[src/sv/rts_pkg.sv]
// Shared types and constants of the RTT tracking server selector.
package rts_pkg;

	localparam int MASK_W = 16;
	localparam int CNT_W = 5;
	localparam logic [15:0] MS_PER_SEC = 16'd1000;
	localparam logic [5:0] DEFAULT_TIMEOUT = 6'd4;

	typedef enum logic [1:0] {
		REQ_RTT = 2'd0,
		REQ_TIMEOUT = 2'd1,
		REQ_CHOOSE = 2'd2,
		REQ_SET_AVG = 2'd3
	} req_t;

	typedef enum logic [2:0] {
		CFG_SERVER_COUNT = 3'd0,
		CFG_VALID_ADDR = 3'd1,
		CFG_TESTED = 3'd2,
		CFG_HIJACKED = 3'd3,
		CFG_EDNS = 3'd4,
		CFG_TIMEOUT = 3'd5
	} cfg_idx_t;

	typedef enum logic [2:0] {
		ST_IDLE,
		ST_SUM,
		ST_DIV_AVG,
		ST_SCAN,
		ST_DIV_PICK,
		ST_PICK,
		ST_OUT
	} state_t;

endpackage

[src/sv/rts_hist_mem.sv]
// Sample history memory with one write port and a registered read port.
module rts_hist_mem #(
	parameter int DEPTH = 160,
	parameter int AW = 8
) (
	input  logic          clk,
	input  logic          we,
	input  logic [AW-1:0] waddr,
	input  logic [15:0]   wdata,
	input  logic          re,
	input  logic [AW-1:0] raddr,
	output logic [15:0]   rdata
);

	logic [15:0] mem [DEPTH];
	logic [15:0] rdata_q;

	always_ff @(posedge clk) begin
		if (we) begin
			mem[waddr] <= wdata;
		end
		if (re) begin
			rdata_q <= mem[raddr];
		end
	end

	assign rdata = rdata_q;

endmodule

[src/sv/rts_avg_mem.sv]
// Per-server average memory; an entry never written reads as zero.
module rts_avg_mem #(
	parameter int DEPTH = 16,
	parameter int AW = 4
) (
	input  logic          clk,
	input  logic          arst_n,
	input  logic          we,
	input  logic [AW-1:0] waddr,
	input  logic [15:0]   wdata,
	input  logic          re,
	input  logic [AW-1:0] raddr,
	output logic [15:0]   rdata
);

	logic [15:0]    mem [DEPTH];
	logic [DEPTH-1:0] valid_q;
	logic [15:0]    rdata_s1;
	logic           vld_s1;

	always_ff @(posedge clk or negedge arst_n) begin
		if (!arst_n) begin
			valid_q <= '0;
			vld_s1 <= 1'b0;
		end else begin
			if (we) begin
				valid_q[waddr] <= 1'b1;
			end
			if (re) begin
				vld_s1 <= valid_q[raddr];
			end
		end
	end

	always_ff @(posedge clk) begin
		if (we) begin
			mem[waddr] <= wdata;
		end
		if (re) begin
			rdata_s1 <= mem[raddr];
		end
	end

	assign rdata = vld_s1 ? rdata_s1 : 16'd0;

endmodule

[src/sv/rts_div.sv]
// Restoring divider that retires one quotient bit per cycle.
module rts_div #(
	parameter int DW = 20,
	parameter int VW = 5
) (
	input  logic          clk,
	input  logic          arst_n,
	input  logic          start,
	input  logic [DW-1:0] dividend,
	input  logic [VW-1:0] divisor,
	output logic          done,
	output logic [DW-1:0] quot,
	output logic [VW-1:0] rem
);

	localparam int CW = $clog2(DW + 1);

	logic [DW-1:0] quo_q;
	logic [VW-1:0] rem_q;
	logic [VW-1:0] dvs_q;
	logic [CW-1:0] cnt_q;
	logic          busy_q;
	logic          done_q;
	logic [VW:0]   trial;
	logic [VW:0]   diff;

	assign trial = {rem_q, quo_q[DW-1]};
	assign diff = trial - {1'b0, dvs_q};

	always_ff @(posedge clk or negedge arst_n) begin
		if (!arst_n) begin
			busy_q <= 1'b0;
			done_q <= 1'b0;
			cnt_q <= '0;
		end else begin
			done_q <= 1'b0;
			if (start) begin
				busy_q <= 1'b1;
				cnt_q <= CW'(DW);
			end else if (busy_q) begin
				cnt_q <= cnt_q - 1'b1;
				if (cnt_q == CW'(1)) begin
					busy_q <= 1'b0;
					done_q <= 1'b1;
				end
			end
		end
	end

	always_ff @(posedge clk) begin
		if (start) begin
			quo_q <= dividend;
			rem_q <= '0;
			dvs_q <= divisor;
		end else if (busy_q) begin
			if (!diff[VW]) begin
				rem_q <= diff[VW-1:0];
				quo_q <= {quo_q[DW-2:0], 1'b1};
			end else begin
				rem_q <= trial[VW-1:0];
				quo_q <= {quo_q[DW-2:0], 1'b0};
			end
		end
	end

	assign done = done_q;
	assign quot = quo_q;
	assign rem = rem_q;

endmodule

[src/sv/rtt_tracking_server_selector.sv]
// Top level: request sequencer over the history and average memories.
// A probe set-average or an invalid server index loads the result register on acceptance.
// A sample sums the n filled entries of its server's history and divides the sum by n.
// A choose request scans min(NUM_SERVERS,16) averages, one per cycle from the average
// memory, then, with no positive average, a divider pass and a second scan.
// One request at a time; reset clears ring pointers, fill counts and average valid bits.
module rtt_tracking_server_selector
	import rts_pkg::*;
#(
	parameter int NUM_SERVERS = 16,
	parameter int HISTORY_DEPTH = 10
) (
	input  logic        clk,
	input  logic        arst_n,
	input  logic        in_valid,
	output logic        in_stall,
	input  logic [1:0]  req_type,
	input  logic [3:0]  server_index,
	input  logic [15:0] rtt_sample,
	input  logic [15:0] exclude_mask,
	input  logic [15:0] random_value,
	output logic        out_valid,
	input  logic        out_stall,
	output logic [3:0]  chosen_server,
	output logic        server_found,
	output logic [15:0] average_rtt,
	input  logic        cfg_valid,
	output logic        cfg_ready,
	input  logic [2:0]  cfg_index,
	input  logic [15:0] cfg_data
);

	localparam int IDX_W = $clog2(NUM_SERVERS);
	localparam int HIST_N = NUM_SERVERS * HISTORY_DEPTH;
	localparam int HIST_AW = $clog2(HIST_N);
	localparam int SLOT_W = (HISTORY_DEPTH > 1) ? $clog2(HISTORY_DEPTH) : 1;
	localparam int FILL_W = $clog2(HISTORY_DEPTH + 1);
	localparam int SUM_W = 16 + FILL_W;
	localparam int DIV_W = (SUM_W > 16) ? SUM_W : 16;
	localparam int DVS_W = (FILL_W > CNT_W) ? FILL_W : CNT_W;
	localparam int SCAN_N = (NUM_SERVERS < MASK_W) ? NUM_SERVERS : MASK_W;

	// Configuration registers.
	logic [4:0]  server_count_q;
	logic [15:0] valid_addr_q, tested_q, hijacked_q, edns_q;
	logic [5:0]  timeout_q;

	// Per-server ring control.
	logic [SLOT_W-1:0] next_slot_q [NUM_SERVERS];
	logic [FILL_W-1:0] fill_q [NUM_SERVERS];

	state_t state_q, state_d;

	logic [IDX_W-1:0]   idx_q;
	logic [HIST_AW-1:0] base_q;
	logic [FILL_W-1:0]  n_q, k_q;
	logic [SUM_W-1:0]   acc_q;
	logic               rd_s1;
	logic [4:0]         j_q, j_s1;
	logic [15:0]        elig_q;
	logic [CNT_W-1:0]   cnt_q;
	logic [CNT_W-1:0]   pick_q;
	logic               have_q;
	logic [3:0]         best_q;
	logic [15:0]        best_avg_q;
	logic [15:0]        rnd_q;

	logic [3:0]  res_chosen_q;
	logic        res_found_q;
	logic [15:0] res_avg_q;

	logic        out_valid_q;
	logic [3:0]  chosen_q;
	logic        found_q;
	logic [15:0] avg_q;

	// Request decode.
	logic              accept;
	logic              idx_ok;
	logic [IDX_W-1:0]  idx_in;
	logic [15:0]       ms;
	logic [5:0]        tsec;
	logic [SLOT_W-1:0] slot;
	logic [FILL_W-1:0] fill_new;
	logic [HIST_AW-1:0] base_in;

	// Eligibility.
	logic [15:0]      elig_raw, elig_edns, elig;
	logic [CNT_W-1:0] elig_cnt;

	// Memory and divider hookup.
	logic               hist_we, hist_re;
	logic [HIST_AW-1:0] hist_waddr, hist_raddr;
	logic [15:0]        hist_rdata;
	logic               avg_we, avg_re;
	logic [IDX_W-1:0]   avg_waddr, avg_raddr;
	logic [15:0]        avg_wdata, avg_rdata;
	logic               div_start, div_done;
	logic [DIV_W-1:0]   div_dividend, div_quot;
	logic [DVS_W-1:0]   div_divisor, div_rem;

	logic sum_last, scan_last, out_load;

	assign accept = in_valid && !in_stall;
	assign in_stall = (state_q != ST_IDLE);
	assign cfg_ready = 1'b1;

	assign idx_ok = (32'(server_index) < NUM_SERVERS);
	assign idx_in = IDX_W'(server_index);
	assign tsec = (timeout_q == 6'd0) ? DEFAULT_TIMEOUT : timeout_q;
	assign ms = (req_type == REQ_TIMEOUT) ? 16'({10'd0, tsec} * MS_PER_SEC) : rtt_sample;
	assign slot = next_slot_q[idx_in];
	assign fill_new = (32'(fill_q[idx_in]) < HISTORY_DEPTH) ?
		fill_q[idx_in] + 1'b1 : fill_q[idx_in];
	assign base_in = HIST_AW'(32'(idx_in) * HISTORY_DEPTH);

	always_comb begin
		for (int i = 0; i < MASK_W; i++) begin
			elig_raw[i] = (i < SCAN_N) && (i < 32'(server_count_q)) && !exclude_mask[i]
				&& tested_q[i] && !hijacked_q[i] && valid_addr_q[i];
		end
		elig_edns = elig_raw & edns_q;
		elig = (elig_edns != 16'd0) ? elig_edns : elig_raw;
		elig_cnt = '0;
		for (int i = 0; i < MASK_W; i++) begin
			elig_cnt = elig_cnt + CNT_W'(elig[i]);
		end
	end

	assign hist_we = accept && idx_ok && (req_type == REQ_RTT || req_type == REQ_TIMEOUT);
	assign hist_waddr = base_in + HIST_AW'(slot);
	assign hist_re = (state_q == ST_SUM) && (k_q < n_q);
	assign hist_raddr = base_q + HIST_AW'(k_q);

	assign sum_last = (state_q == ST_SUM) && (k_q == n_q) && !rd_s1;
	assign scan_last = (state_q == ST_SCAN) && (32'(j_q) == SCAN_N) && !rd_s1;

	assign avg_re = (state_q == ST_SCAN) && (32'(j_q) < SCAN_N);
	assign avg_raddr = IDX_W'(j_q);
	always_comb begin
		avg_we = 1'b0;
		avg_waddr = idx_q;
		avg_wdata = div_quot[15:0];
		if (accept && idx_ok && req_type == REQ_SET_AVG) begin
			avg_we = 1'b1;
			avg_waddr = idx_in;
			avg_wdata = rtt_sample;
		end else if (state_q == ST_DIV_AVG && div_done) begin
			avg_we = 1'b1;
		end
	end

	assign div_start = sum_last || (scan_last && !have_q);
	assign div_dividend = sum_last ? DIV_W'(acc_q) : DIV_W'(rnd_q);
	assign div_divisor = sum_last ? DVS_W'(n_q) : DVS_W'(cnt_q);

	assign out_load = (state_q == ST_OUT) && (!out_valid_q || !out_stall);

	rts_hist_mem #(.DEPTH(HIST_N), .AW(HIST_AW)) u_hist (
		.clk(clk), .we(hist_we), .waddr(hist_waddr), .wdata(ms),
		.re(hist_re), .raddr(hist_raddr), .rdata(hist_rdata)
	);

	rts_avg_mem #(.DEPTH(NUM_SERVERS), .AW(IDX_W)) u_avg (
		.clk(clk), .arst_n(arst_n), .we(avg_we), .waddr(avg_waddr), .wdata(avg_wdata),
		.re(avg_re), .raddr(avg_raddr), .rdata(avg_rdata)
	);

	rts_div #(.DW(DIV_W), .VW(DVS_W)) u_div (
		.clk(clk), .arst_n(arst_n), .start(div_start), .dividend(div_dividend),
		.divisor(div_divisor), .done(div_done), .quot(div_quot), .rem(div_rem)
	);

	always_ff @(posedge clk or negedge arst_n) begin
		if (!arst_n) begin
			state_q <= ST_IDLE;
		end else begin
			state_q <= state_d;
		end
	end

	always_comb begin
		state_d = state_q;
		case (state_q)
			ST_IDLE: begin
				if (accept) begin
					if (req_type == REQ_CHOOSE) begin
						state_d = (elig == 16'd0) ? ST_OUT : ST_SCAN;
					end else if (idx_ok && req_type != REQ_SET_AVG) begin
						state_d = ST_SUM;
					end else begin
						state_d = ST_OUT;
					end
				end
			end
			ST_SUM: if (sum_last) state_d = ST_DIV_AVG;
			ST_DIV_AVG: if (div_done) state_d = ST_OUT;
			ST_SCAN: begin
				if (scan_last) begin
					state_d = have_q ? ST_OUT : ST_DIV_PICK;
				end
			end
			ST_DIV_PICK: if (div_done) state_d = ST_PICK;
			ST_PICK: begin
				if (elig_q[j_q[3:0]] && pick_q == '0) begin
					state_d = ST_OUT;
				end
			end
			ST_OUT: if (out_load) state_d = ST_IDLE;
			default: state_d = ST_IDLE;
		endcase
	end

	// Configuration, ring control and output register.
	always_ff @(posedge clk or negedge arst_n) begin
		if (!arst_n) begin
			server_count_q <= '0;
			valid_addr_q <= '0;
			tested_q <= '0;
			hijacked_q <= '0;
			edns_q <= '0;
			timeout_q <= DEFAULT_TIMEOUT;
			for (int i = 0; i < NUM_SERVERS; i++) begin
				next_slot_q[i] <= '0;
				fill_q[i] <= '0;
			end
			out_valid_q <= 1'b0;
			rd_s1 <= 1'b0;
		end else begin
			if (cfg_valid && cfg_ready) begin
				case (cfg_index)
					CFG_SERVER_COUNT: server_count_q <= cfg_data[4:0];
					CFG_VALID_ADDR: valid_addr_q <= cfg_data;
					CFG_TESTED: tested_q <= cfg_data;
					CFG_HIJACKED: hijacked_q <= cfg_data;
					CFG_EDNS: edns_q <= cfg_data;
					CFG_TIMEOUT: timeout_q <= cfg_data[5:0];
					default: ;
				endcase
			end
			if (hist_we) begin
				next_slot_q[idx_in] <= (32'(slot) + 1 >= HISTORY_DEPTH) ?
					'0 : slot + 1'b1;
				fill_q[idx_in] <= fill_new;
			end
			rd_s1 <= hist_re || avg_re;
			if (out_load) begin
				out_valid_q <= 1'b1;
			end else if (out_valid_q && !out_stall) begin
				out_valid_q <= 1'b0;
			end
		end
	end

	// Request datapath.
	always_ff @(posedge clk) begin
		case (state_q)
			ST_IDLE: begin
				if (accept) begin
					idx_q <= idx_in;
					base_q <= base_in;
					n_q <= fill_new;
					k_q <= '0;
					acc_q <= '0;
					j_q <= '0;
					elig_q <= elig;
					cnt_q <= elig_cnt;
					have_q <= 1'b0;
					best_q <= '0;
					best_avg_q <= '0;
					rnd_q <= random_value;
					res_chosen_q <= (req_type == REQ_CHOOSE) ? 4'd0 : server_index;
					res_found_q <= (req_type != REQ_CHOOSE) && idx_ok;
					res_avg_q <= (req_type == REQ_SET_AVG && idx_ok) ? rtt_sample : 16'd0;
				end
			end
			ST_SUM: begin
				if (hist_re) begin
					k_q <= k_q + 1'b1;
				end
				if (rd_s1) begin
					acc_q <= acc_q + SUM_W'(hist_rdata);
				end
			end
			ST_DIV_AVG: begin
				if (div_done) begin
					res_avg_q <= div_quot[15:0];
				end
			end
			ST_SCAN: begin
				if (avg_re) begin
					j_q <= j_q + 1'b1;
				end
				j_s1 <= j_q;
				if (rd_s1 && elig_q[j_s1[3:0]] && avg_rdata != 16'd0
						&& (!have_q || avg_rdata < best_avg_q)) begin
					have_q <= 1'b1;
					best_q <= j_s1[3:0];
					best_avg_q <= avg_rdata;
				end
				if (scan_last && have_q) begin
					res_chosen_q <= best_q;
					res_found_q <= 1'b1;
					res_avg_q <= best_avg_q;
				end
			end
			ST_DIV_PICK: begin
				if (div_done) begin
					pick_q <= CNT_W'(div_rem);
					j_q <= '0;
				end
			end
			ST_PICK: begin
				if (elig_q[j_q[3:0]]) begin
					if (pick_q == '0) begin
						res_chosen_q <= j_q[3:0];
						res_found_q <= 1'b1;
						res_avg_q <= 16'd0;
					end else begin
						pick_q <= pick_q - 1'b1;
					end
				end
				j_q <= j_q + 1'b1;
			end
			ST_OUT: begin
				if (out_load) begin
					chosen_q <= res_chosen_q;
					found_q <= res_found_q;
					avg_q <= res_avg_q;
				end
			end
			default: ;
		endcase
	end

	assign out_valid = out_valid_q;
	assign chosen_server = chosen_q;
	assign server_found = found_q;
	assign average_rtt = avg_q;

	a_busy_after_accept: assert property (@(posedge clk) disable iff (!arst_n)
		accept |=> in_stall)
		else $error("request accepted while a request was in flight");

	a_not_found_zero_avg: assert property (@(posedge clk) disable iff (!arst_n)
		(out_valid && !server_found) |-> (average_rtt == 16'd0))
		else $error("nonzero average reported without a server");

	a_sum_bound: assert property (@(posedge clk) disable iff (!arst_n)
		(state_q == ST_SUM) |-> (k_q <= n_q))
		else $error("history read beyond the filled entries");

endmodule
[config.mk]
export PLATFORM = sky130hd
export DESIGN_NAME = rtt_tracking_server_selector
export DESIGN_NICKNAME = d
export VERILOG_FILES = /design/src/sv/rts_pkg.sv /design/src/sv/rts_hist_mem.sv /design/src/sv/rts_avg_mem.sv /design/src/sv/rts_div.sv /design/src/sv/rtt_tracking_server_selector.sv
export SDC_FILE = /design/constraint.sdc
export NUM_CORES = 2
export LEC_CHECK = 0
export BUFFER_PORTS_ARGS = -buffer_cell sky130_fd_sc_hd__buf_2
export CORE_UTILIZATION = 35
export DETAILED_ROUTE_END_ITERATION = 6
export PLACE_DENSITY_LB_ADDON = 0.2
export RECOVER_POWER = 50
export SLEW_MARGIN = 25
export SYNTH_ARGS = -nofsm -noshare
export SYNTH_HDL_FRONTEND = slang
export SYNTH_HIERARCHICAL = 1
export SYNTH_SLANG_ARGS = --single-unit
[constraint.sdc]
create_clock -name clk -period 23.7 [get_ports clk]
set_clock_uncertainty 0.1 [all_clocks]
set_input_delay 3.555 -clock clk [delete_from_list [all_inputs] [get_ports clk]]
set_output_delay 3.555 -clock clk [all_outputs]
set_load 0.02 [all_outputs]
* Word level (Yosys, flattened, before mapping) *
Memory sizes are Yosys's and may differ from the RTL's. A register that Yosys moved wholly into a read port is not among the register bits.
Cells that the tools add are included.

cells by class
  multiply operators = 2
  add/subtract/negate cells = 26
  eq/ne operators = 34
  muxes and demuxes = 100
  reduce and logical (&&, ||, !) cells = 159
  bitwise gates (word level) = 3
  order comparisons = 27

operator list
  cell                                                        count
  two-way mux 16 bit                                          12
  bitwise mux 64 bit                                          2
  two-way mux 20 bit                                          5
  logical AND 1 bit                                           84
  two-way mux 4 bit                                           17
  case mux 16 bit (4 select lines)                            1
  adder 5 x 1 -> 5 bit                                        11
  two-way mux 5 bit                                           9
  less-than comparator 4 x 5 -> 1 bit (first input constant)  8
  case mux 20 bit (2 select lines)                            1
  logical NOT 1 bit                                           37
  binary-select mux 4 bit (select 4 bit)                      2
  case mux 16 bit (2 select lines)                            1
  nonzero test 16 bit                                         2
  two-way mux 3 bit                                           10
  inequality test 2 bit (second input constant)               13
  two-way mux 1 bit                                           25
  case mux 3 bit (7 select lines)                             1
  adder 20 x 16 -> 20 bit                                     1
  less-than comparator 3 x 5 -> 1 bit (first input constant)  4
  case mux 5 bit (4 select lines)                             1
  adder 8 x 4 -> 8 bit                                        2
  bitwise AND 16 bit                                          1
  demux 4 bit (select 4 bit)                                  1
  other kinds (57)                                            100

storage, ports and cells
  input port bits = 78
  register bits after elaboration = 415
  word-level logic and storage cells = 423
  memories = 2
  memory bits (writable) = 2,816

memory list
  memory      depth  bits a word  read ports  clocked after memory_dff  wr ports  line                text
  u_hist.mem  160    16           1           1                         1         rts_hist_mem.sv:15  logic [15:0] mem [DEPTH];
  u_avg.mem   16     16           1           1                         1         rts_avg_mem.sv:16   logic [15:0] mem [DEPTH];

* Logic depth before layout (Yosys ltp) *
  depth in word-level cells = 23
  depth in mapped cells = 24
  gate-level depth less buffers = 22

* By module *
The synthesis kept the hierarchy.

modules (own cells, without submodules)
  module                        times used  cells each  area an instance (um2)
  rts_hist_mem                  1           4,422       99,166.4
  rtt_tracking_server_selector  1           1,574       19,321.0
  rts_avg_mem                   1           453         10,999.3
  rts_div                       1           130         1,776.7

* Worst setup path after synthesis *
Ideal clock, no wire load.

  path kind = input-to-reg
  start = input req_type[1]
  end = memory u_hist.mem[0][3] (data pin)
  path slack = 11,361 ps
  path buffers = 3
  stages = 5
  data arrival time = 10,758 ps
  library setup time = 1,481 ps
  path through = clkbuf_1 -> nand2b_1 -> clkbuf_1 -> clkbuf_1 -> o31ai_1

between the ends
  longest elaborated chain between the ends = 2

ends and longest elaborated chain
  element                 line                                 text
  from (decl)             rtt_tracking_server_selector.sv:17   input logic [1:0] req_type,
  == test 2 x 1 -> 1 bit  rtt_tracking_server_selector.sv:111  assign ms = (req_type == REQ_TIMEOUT) ? 16'({10'd0, tsec} * MS_PER_SEC) : rtt_sample;
  two-way mux 16 bit      rtt_tracking_server_selector.sv:111
  net ms[3]               rtt_tracking_server_selector.sv:81   logic [15:0] ms;
  to (decl)               rts_hist_mem.sv:15

The timed path passes the listed nets, and every way through them passes these cells.

* Worst setup path in the final report *
  start = input req_type[1]
  end = memory u_hist.mem[60][2] (data pin)

Same word-level chain as after synthesis.

==> flow_summary.yaml <==
placement:
  dp_slack_ns: 13.90
  numPortBuffers: 100
  hpwl_um: 241100
  dpl_cell_area_sq_um: 138700
  gp_congestion: 0.8923
clock_network:
  cts_hold_buf: 0
  ctsResizeCount: 0
  clk_pin_slew_ns: 0.06
  cts_inserted_buffers: 340
  clock-root-buffer: "clkbuf_16"
  cts_tree: "built"
  post-cts-setup-buffers: 0
  cts.sinks: 3261
  clockBufferDepth: 4
  clkLatencyLatePin_ns: 0.94
  h-tree-depth: 5
timing:
  tns_ns: 0
  setup_viol: 0
  rsz0062_at_grt: "false"
  timing.final.ws_setup_ns: 9.695
  hold_violations: 0
  whs_ns: 0.3171
  min_period_ns: 14.00
  fmax_mhz: 71.41
  relSlewSlack_pct: -537.6
  min_period_over_period_pct: 59.09
  final_max_slew_viol_count: 2817
  worst_pin_slew_ns: 9.564
die:
  start_util_pct: 35.21
  die-area_sq_um: 377500
  core_area_sq_um: 372800
  dieHeight_um: 614.4
  chipWidth_um: 614.4
  rows: 224
  io_pins: 102
logic_synthesis:
  ys_seq_area_share_pct: 73.68
  yosys_most_used_dff: "edfxtp_1"
  synthDominantCellAreaShare_pct: 69.18
  syn_nets: 6775
  ys_ff_latch: 3261
  syn_area_per_cell_sq_um: 19.95
  synth-edff-count: 3024
  ys_async_sr_fraction_pct: 7.114
  synth_area_leaders: "edfxtp_1, mux4_2, dfrtp_1, mux2_2, mux2i_1"
  yosysTopAreaCell: "edfxtp_1"
  synth.distinct_cells: 111
  syn_inst: 6579
  synth_area_sq_um: 131300
  ys_warn_count: 6
cells_and_area:
  drive_gt1_share_pct: 25.68
  final_nets: 7118
  area_growth_pct: 13.56
  final_cell_area_sq_um: 149100
worst_setup_path:
  critPathKind: "input port to flop"
  setup.worst_path.end_class: "flop"
  critPathLaunchType: "input port"
  worst-path-max-fanout: 68
  cp.required_ns: 23.68
  arrival_ns: 13.98
global_route:
  overflow: 0
  grt_pass1_wl_um: 534200
  grt_pass1_vias: 67520
  grt_use_total_pct: 19.83
  antenna_found_initial: 35
  grt_max_degree: 161
power_and_ir_drop:
  powerDensity_nw_per_um2: 88.59
  ir_drop_v: 0.0001245
  p_leak_nw: 49.04
  power_mw: 13.21
run_status:
  status: "finished with violations"
  violations: "DRC, capacitance limit, slew limit"
routing:
  vias: 66900
  firstDrtPassIters: 7
  drt_iter0_drc: 7774
  drcViolationCount: 6
  via_per_inst: 5.494
  ant_nets: 0
  wl_per_cell_um: 31.24
  routed_wl_um: 380400
worst_hold_path:
  hold_class: "flop to flop"
run:
  maxCapViolCount: 57
[where the power goes]
group          total (mW)  switching, mW  leakage (nW)  internal (mW)
clock                5.29           2.25          5.31           3.03
combinational       0.993          0.845          13.7          0.148
sequential           6.93         0.0296          30.1           6.90
[registers in the layout, summed over array words and instances, names as in the netlist, 20 cells and up]
register     count
next_slot_q     64
fill_q          64
u_div/quot      20
acc_q           20
u_avg/mem      256
u_hist/mem    2560
[worst paths after layout]
check                           cells after the start  slack [ns]           from                  end
worst max register to register                     19       10.19   timeout_q[4]  u_hist/mem[129][12]
worst min-delay path                                0        0.32  res_avg_q[10]      average_rtt[10]
max in group asynchronous                           3       12.86         arst_n      next_slot_q[17]
worst max-delay path                                5        9.70    req_type[1]    u_hist/mem[60][2]
min in group asynchronous                           1        3.07         arst_n        hijacked_q[8]
worst min register to register                      0        0.32  res_avg_q[10]      average_rtt[10]
[critical path, stage by stage]
cell	delay, ns
clkbuf_1	0.71
nand2b_1	1.30
and2_0	3.16
clkbuf_1	2.01
clkbuf_1	3.12
[cells by family (layout without fill, tap and decap cells)]
family                   after synthesis  count (layout)  share of synthesized area, %
flip-flops                          3261            3261                         73.68
AO/OA/AOI/OAI                        551             551                         2.923
buffers and inverters                491            1107                         1.900
multiplexers                        1158            1158                         16.39
adder cells (fa/ha/maj)              118             118                         1.279
other                                  1              10                      0.002857
AND/OR/NAND/NOR                      951             951                         3.493
XOR/XNOR                              48              48                        0.3317
[metal layers]
layer / vias up / GRT usage [%] / wire, um
li1: 27590 / - / -
met4: 4 / 5.226 / 10850
met5: - / 0 / 14
met2: 2712 / 31.58 / 178300
met1: 36100 / 28.14 / 160800
met3: 498 / 3.471 / 30380
[area by class of cell]
cell class | instances | area, sq um
multi-input combinational | 2827 | 32430
fill | 33300 | 223700
clock buffer | 417 | 9027
tap | 4972 | 6221
timing repair buffer | 356 | 2248
clock inverter | 198 | 1874
sequential | 3261 | 96710
inverter | 136 | 525.5
antenna | 9 | 22.52
[through the flow]
stage / cells / util, %
3_3_place_gp: 11550 / 37.17
4_1_cts: 12170 / 40.13
2_1_floorplan: 6579 / -
6_report: 12180 / 39.99
5_1_grt: 12170 / 39.99
3_5_place_dp: 11550 / 37.20
[synthesized netlist by cell type (31+ instances only)]
library cell	n
ha_1	91
dfrtp_1	231
a21oi_1	82
mux4_2	768
o21ai_0	102
nor3_1	46
o22ai_1	51
and3_1	38
buf_1	31
mux2i_1	175
buf_4	59
xnor2_1	31
a211oi_1	37
mux2_2	202
and2_1	35
clkbuf_1	144
edfxtp_1	3024
nand2_1	255
nor2b_1	43
buf_6	34
a22oi_1	48
nor2_1	300
inv_1	133
nand3_1	70
buf_2	81
[layout by cell type (no fill, tap or decap), drive strengths merged, types with 88 or more instances in the layout]
master and n:
ha 91, mux2i 175, inv 152, dfrtp 231
a21oi 88, buf 260, clkinv 135, nand2 256
mux4 771, mux2 212, o21ai 122, clkbuf 513
edfxtp 3024, nor2 300
Power figures use the tool's default switching activity.
